`src/rtl/core/ghp_pkg.sv`:
```
`default_nettype none

package ghp_pkg;

  // Field widths fixed by the transaction format.
  localparam int OP_W     = 2;
  localparam int STATUS_W = 2;

  // Operation codes.
  localparam logic [OP_W-1:0] OP_REGISTER   = 2'd0;
  localparam logic [OP_W-1:0] OP_UNREGISTER = 2'd1;
  localparam logic [OP_W-1:0] OP_LOOKUP     = 2'd2;

  // Result status codes.
  localparam logic [STATUS_W-1:0] ST_OK      = 2'd0;
  localparam logic [STATUS_W-1:0] ST_IGNORED = 2'd1;
  localparam logic [STATUS_W-1:0] ST_MISS    = 2'd2;
  localparam logic [STATUS_W-1:0] ST_FULL    = 2'd3;

  // Requests from the sequencer to the free-slot queue.
  typedef struct packed {
    logic push;
    logic pop;
  } ghp_fifo_ctl_t;

endpackage

`default_nettype wire

```
`src/rtl/core/ghp_ram.sv`:
```
`default_nettype none

module ghp_ram #(
  parameter int WIDTH = 32,
  parameter int DEPTH = 256,
  localparam int ADDR_W = $clog2(DEPTH)
) (
  input  wire logic              clk,
  input  wire logic              we,
  input  wire logic [ADDR_W-1:0] waddr,
  input  wire logic [WIDTH-1:0]  wdata,
  input  wire logic              re,
  input  wire logic [ADDR_W-1:0] raddr,
  output logic      [WIDTH-1:0]  rdata
);

  logic [WIDTH-1:0] mem [DEPTH];

  always_ff @(posedge clk) begin
    if (we) begin
      mem[waddr] <= wdata;
    end
    if (re) begin
      rdata <= mem[raddr];
    end
  end

endmodule

`default_nettype wire

```
`src/rtl/core/ghp_free_fifo.sv`:
```
`default_nettype none

// Queue of freed slot indexes. A pop presents the head entry on pop_slot in the
// next cycle.
module ghp_free_fifo import ghp_pkg::*; #(
  parameter int DEPTH = 256,
  localparam int IDX_W = $clog2(DEPTH),
  localparam int CNT_W = $clog2(DEPTH + 1)
) (
  input  wire logic             clk,
  input  wire logic             rst_n,
  input  wire ghp_fifo_ctl_t    ctl,
  input  wire logic [IDX_W-1:0] push_slot,
  output logic      [IDX_W-1:0] pop_slot,
  output logic                  nonempty
);

  logic [IDX_W-1:0] head_r, head_nxt;
  logic [IDX_W-1:0] tail_r, tail_nxt;
  logic [CNT_W-1:0] count_r, count_nxt;

  always_comb begin
    head_nxt  = head_r;
    tail_nxt  = tail_r;
    count_nxt = count_r;
    if (ctl.pop) begin
      head_nxt = (head_r == IDX_W'(DEPTH - 1)) ? '0 : head_r + 1'b1;
    end
    if (ctl.push) begin
      tail_nxt = (tail_r == IDX_W'(DEPTH - 1)) ? '0 : tail_r + 1'b1;
    end
    unique case ({ctl.push, ctl.pop})
      2'b10:   count_nxt = count_r + 1'b1;
      2'b01:   count_nxt = count_r - 1'b1;
      default: count_nxt = count_r;
    endcase
  end

  always_ff @(posedge clk) begin
    if (!rst_n) begin
      head_r  <= '0;
      tail_r  <= '0;
      count_r <= '0;
    end else begin
      head_r  <= head_nxt;
      tail_r  <= tail_nxt;
      count_r <= count_nxt;
    end
  end

  assign nonempty = (count_r != '0);

  ghp_ram #(
    .WIDTH (IDX_W),
    .DEPTH (DEPTH)
  ) u_queue_ram (
    .clk   (clk),
    .we    (ctl.push),
    .waddr (tail_r),
    .wdata (push_slot),
    .re    (ctl.pop),
    .raddr (head_r),
    .rdata (pop_slot)
  );

endmodule

`default_nettype wire

```
`config.mk`:
```
export PLATFORM = sky130hd
export DESIGN_NAME = ghp_free_fifo
export DESIGN_NICKNAME = d
export VERILOG_FILES = /design/src/rtl/core/ghp_pkg.sv /design/src/rtl/core/ghp_ram.sv /design/src/rtl/core/ghp_free_fifo.sv
export SDC_FILE = /design/constraint.sdc
export NUM_CORES = 2
export LEC_CHECK = 0
export BUFFER_PORTS_ARGS = -buffer_cell sky130_fd_sc_hd__buf_2
export CAP_MARGIN = 20
export CORE_MARGIN = 2
export CORE_UTILIZATION = 53
export DETAILED_ROUTE_END_ITERATION = 16
export PLACE_DENSITY = 0.68
export SLEW_MARGIN = 25
export SYNTH_ARGS = -nofsm -noshare
export SYNTH_HDL_FRONTEND = slang
export SYNTH_HIERARCHICAL = 1
export SYNTH_SLANG_ARGS = --single-unit
```
`constraint.sdc`:
```
create_clock -name clk -period 6.53 [get_ports clk]
set_clock_uncertainty 0.05 [all_clocks]
set_input_delay 0.653 -clock clk [delete_from_list [all_inputs] [get_ports clk]]
set_output_delay 0.653 -clock clk [all_outputs]
set_load 0.02 [all_outputs]
```
==> flow_summary.html <==
<table>
<tr><th>Metric</th><th>Value</th></tr>
<tr><th colspan="2">Status</th></tr>
<tr><td>Status</td><td>finished clean</td></tr>
<tr><th colspan="2">Worst setup path</th></tr>
<tr><td>Critical Path Stages</td><td>7</td></tr>
<tr><td>Reg2Reg Depth</td><td>7</td></tr>
<tr><td>Critical path cell sequence</td><td>buf_12 &gt; buf_4 &gt; mux4_2 &gt; a221oi_1 &gt; o32ai_1 &gt; nor3_1 &gt; nor4_1</td></tr>
<tr><td>Origin of the worst setup path</td><td>head_r[0]</td></tr>
<tr><td>CP endpoint kind</td><td>flip-flop</td></tr>
<tr><td>Crit path max-delay family</td><td>compound AO/OA/AOI/OAI gates</td></tr>
<tr><td>Slowest cell on the critical path</td><td>sky130_fd_sc_hd__a221oi_1</td></tr>
<tr><td>Crit Path Category</td><td>flip-flop to flip-flop</td></tr>
<tr><td>Worst R2R Start</td><td>head_r[0]</td></tr>
<tr><td>Arrival time of data at the critical path endpoint</td><td>4.97 ns</td></tr>
<tr><td>Biggest fanout along the worst timing path</td><td>41</td></tr>
<tr><td>Critical Path RT</td><td>7.02 ns</td></tr>
<tr><td>Setup crit start kind</td><td>flip-flop</td></tr>
<tr><td>Delay of the slowest cell on the worst path</td><td>0.83 ns</td></tr>
<tr><td>Critical path buffer and inverter count</td><td>2</td></tr>
<tr><th colspan="2">Detailed routing</th></tr>
<tr><td>DR WL met3</td><td>19100 um</td></tr>
<tr><td>Routed wirelength normalized by instance count</td><td>31.3 um</td></tr>
<tr><td>Number of detailed-routing iterations run before antenna repair</td><td>5</td></tr>
<tr><td>Avg Vias per Cell</td><td>6.52</td></tr>
<tr><td>Routed vias</td><td>40.3k</td></tr>
<tr><td>Total routed wire length on the met1 layer</td><td>76400 um</td></tr>
<tr><td>Routed Antenna Nets</td><td>0</td></tr>
<tr><td>Post-detailed-route DRC marker count</td><td>0</td></tr>
<tr><td>Detailed route wirelength on metal2</td><td>91800 um</td></tr>
<tr><td>Highest signal layer in the routed design</td><td>met5</td></tr>
<tr><td>Total wirelength of the detailed-routed design</td><td>194000 um</td></tr>
<tr><td>Count of routing violations after the opening detailed-route iteration</td><td>4821</td></tr>
<tr><th colspan="2">Synthesis</th></tr>
<tr><td>Synthesized Nets</td><td>3926</td></tr>
<tr><td>Post-Syn Instances</td><td>3909</td></tr>
<tr><td>Ranking of synthesized cells by area</td><td>sky130_fd_sc_hd__edfxtp_1 (76%), sky130_fd_sc_hd__mux4_2 (13%), sky130_fd_sc_hd__mux2i_1 (1.7%)</td></tr>
<tr><td>Cell type with the largest total area after synthesis</td><td>sky130_fd_sc_hd__edfxtp_1</td></tr>
<tr><td>Synthesized cell area</td><td>81100 um^2</td></tr>
<tr><td>Synthesized area per cell</td><td>20.7 um^2</td></tr>
<tr><td>Leading register cell type out of synthesis</td><td>sky130_fd_sc_hd__edfxtp_1</td></tr>
<tr><td>Post-synth EDFFs</td><td>2056</td></tr>
<tr><td>Number of flip-flops and latches in the synthesized netlist</td><td>2081</td></tr>
<tr><td>Number of distinct standard cells referenced by the synthesized netlist</td><td>66</td></tr>
<tr><td>Sequential fraction of the synthesis area</td><td>0.768</td></tr>
<tr><td>Most frequent cells after synthesis</td><td>sky130_fd_sc_hd__edfxtp_1 (2056), sky130_fd_sc_hd__mux4_2 (454), sky130_fd_sc_hd__nor2_1 (309)</td></tr>
<tr><td>Top-count cell post-synth</td><td>sky130_fd_sc_hd__edfxtp_1</td></tr>
<tr><td>Top-area cell type share of the netlist area</td><td>0.762</td></tr>
<tr><td>Share of synthesized flip-flops with an asynchronous set or reset</td><td>0</td></tr>
<tr><td>Synth warn</td><td>6</td></tr>
<tr><th colspan="2">Cells and area</th></tr>
<tr><td>Net count, final</td><td>3995</td></tr>
<tr><td>Final standard cell count with taps included and fillers excluded</td><td>6176</td></tr>
<tr><td>Layout overhead on the synthesized area</td><td>10.7%</td></tr>
<tr><td>Share of final-layout standard cells stronger than drive strength 1</td><td>0.214</td></tr>
<tr><td>Total non-filler cell area in the finished layout</td><td>89700 um^2</td></tr>
<tr><td>Fillcell total</td><td>10.6k</td></tr>
<tr><td>Total area of multi-input combinational cells</td><td>17400 um^2</td></tr>
<tr><td>Sequential cell area</td><td>62300 um^2</td></tr>
<tr><th colspan="2">Timing</th></tr>
<tr><td>Highest achievable clock rate</td><td>223 MHz</td></tr>
<tr><td>Normalized max-slew margin</td><td>0.272</td></tr>
<tr><td>Unrepaired setup endpoints after global routing</td><td>no</td></tr>
<tr><td>Time the final worst path needs with I/O delays and setup</td><td>4.49 ns</td></tr>
<tr><td>Max Slew Vio Count</td><td>0</td></tr>
<tr><td>Setup TNS</td><td>0 ns</td></tr>
<tr><td>Actual transition at the worst max-transition pin</td><td>1.09 ns</td></tr>
<tr><td>Fin crit share</td><td>0.687</td></tr>
<tr><td>Finish-stage setup viols</td><td>0</td></tr>
<tr><td>Final hold violation count</td><td>0</td></tr>
<tr><th colspan="2">Job</th></tr>
<tr><td>Count of maximum capacitance violations</td><td>0</td></tr>
<tr><th colspan="2">Hold path</th></tr>
<tr><td>Hold Crit Start</td><td>push_slot[1]</td></tr>
<tr><td>Min-Delay Path Depth</td><td>1</td></tr>
<tr><td>Tightest Hold Check Type</td><td>input pin to flip-flop</td></tr>
<tr><th colspan="2">Global routing</th></tr>
<tr><td>Number of antenna violations at the first check in global routing</td><td>8</td></tr>
<tr><td>Gr usage total</td><td>0.249</td></tr>
<tr><td>Residual overflow from global routing</td><td>0</td></tr>
<tr><td>Pin count of the biggest net entering global routing</td><td>214</td></tr>
<tr><td>Wire length of the first global-routing pass</td><td>280000 um</td></tr>
<tr><td>Number of global-route vias before repair</td><td>39.3k</td></tr>
<tr><th colspan="2">Power</th></tr>
<tr><td>Power density over the cells</td><td>304 nW/um^2</td></tr>
<tr><td>Leakage power</td><td>26.9 nW</td></tr>
<tr><td>Peak supply drop</td><td>0.000287 V</td></tr>
<tr><th colspan="2">Clocking</th></tr>
<tr><td>Quantity of hold-fixing buffers added after cts</td><td>0</td></tr>
<tr><td>Worst skew pair latency</td><td>0.84 ns</td></tr>
<tr><td>CTS resizes</td><td>0</td></tr>
<tr><td>Clock input transition at the sequential cells of the worst setup and hold paths</td><td>0.06 ns</td></tr>
<tr><td>Post-CTS setup buffer count</td><td>0</td></tr>
<tr><td>Number of buffers between clock root and the deepest sink</td><td>3</td></tr>
<tr><td>Clock Sinks</td><td>2081</td></tr>
<tr><td>TritonCTS buffer count</td><td>202</td></tr>
<tr><td>Number of levels in the clock H-tree</td><td>4</td></tr>
<tr><td>TritonCTS clock tree</td><td>yes</td></tr>
<tr><td>Root buffer selected by CTS</td><td>sky130_fd_sc_hd__clkbuf_16</td></tr>
<tr><th colspan="2">Floorplanning</th></tr>
<tr><td>Number of top-level design ports</td><td>21</td></tr>
<tr><td>Width of the die</td><td>395 um</td></tr>
<tr><td>Die area</td><td>156000 um^2</td></tr>
<tr><td>Initial core utilization</td><td>0.534</td></tr>
<tr><td>Floorplan Core Area</td><td>152000 um^2</td></tr>
<tr><td>Vertical die dimension</td><td>395 um</td></tr>
<tr><td>Number of placement rows</td><td>143</td></tr>
<tr><th colspan="2">Placement</th></tr>
<tr><td>Post-place instance area</td><td>83200 um^2</td></tr>
<tr><td>Final estimated routing congestion in global placement</td><td>0.850</td></tr>
<tr><td>Count of placed standard cells including taps</td><td>5801</td></tr>
<tr><td>DP Wirelength</td><td>116000 um</td></tr>
<tr><td>Port Buf Inserts</td><td>20</td></tr>
</table>
[final timing paths]
check / end / slack, ns
max: u_queue_ram/rdata[3] / 2.04
min: u_queue_ram/mem[82][1] / 0.17
max reg2reg: u_queue_ram/rdata[3] / 2.04
min reg2reg: count_r[8] / 0.42
[logic make-up after synthesis]
logic type,Yosys count,synth area share
XOR/XNOR,19,0.00205
multiplexers,597,0.144
AO/OA/AOI/OAI,418,0.0361
AND/OR/NAND/NOR,541,0.0303
flip-flops,2081,0.768
adder cells (fa/ha/maj),5,0.000772
buffers and inverters,248,0.0188
[routing by layer]
layer,vias up,GRT usage
li1,16500,-
met1,21400,0.363
met2,2076,0.381
met3,326,0.0505
met4,6,0.0816
met5,-,0
[flip-flops by register name, summed over array words and instances (netlist names)]
register           count
count_r                9
head_r                 8
tail_r                 8
u_queue_ram/mem     2048
u_queue_ram/rdata      8
[cell usage in the layout, fill, tap and decap left out, drive strengths merged, types with 33 or more instances in the layout]
cell type / n
edfxtp: 2056
clkbuf: 257
o221ai: 47
nand2: 48
clkinv: 88
a22oi: 135
mux2i: 139
buf: 103
nor2b: 33
nor2: 309
mux4: 456
a21oi: 106
nand3: 38
[power breakdown]
part	switching, mW	internal, mW	leakage [nW]
clock	4.87	6.41	3.14
sequential	0.0552	14.7	18.7
combinational	0.725	0.473	5.08
[through the flow]
step	power (mW)	utilization	worst slack, ns	hold slack (ns)
floorplan	15.8	-	3.60	0.393
detailed placement	16.2	0.548	2.02	0.417
global route	28.0	0.591	1.79	0.158
finish	27.2	0.591	2.04	0.174
CTS	27.4	0.590	2.03	0.116
global placement	16.2	0.547	2.03	0.403
[area by class of cell]
cell class                      instances  share of cell area
Inverter                                6            0.000251
Tap cell                             2030              0.0283
Antenna cell                            3           0.0000837
Multi-Input combinational cell       1580               0.194
Timing Repair Buffer                  107              0.0120
Clock inverter                        116              0.0119
Clock buffer                          253              0.0598
Sequential cell                      2081               0.694
Power figures use the tool's default switching activity.
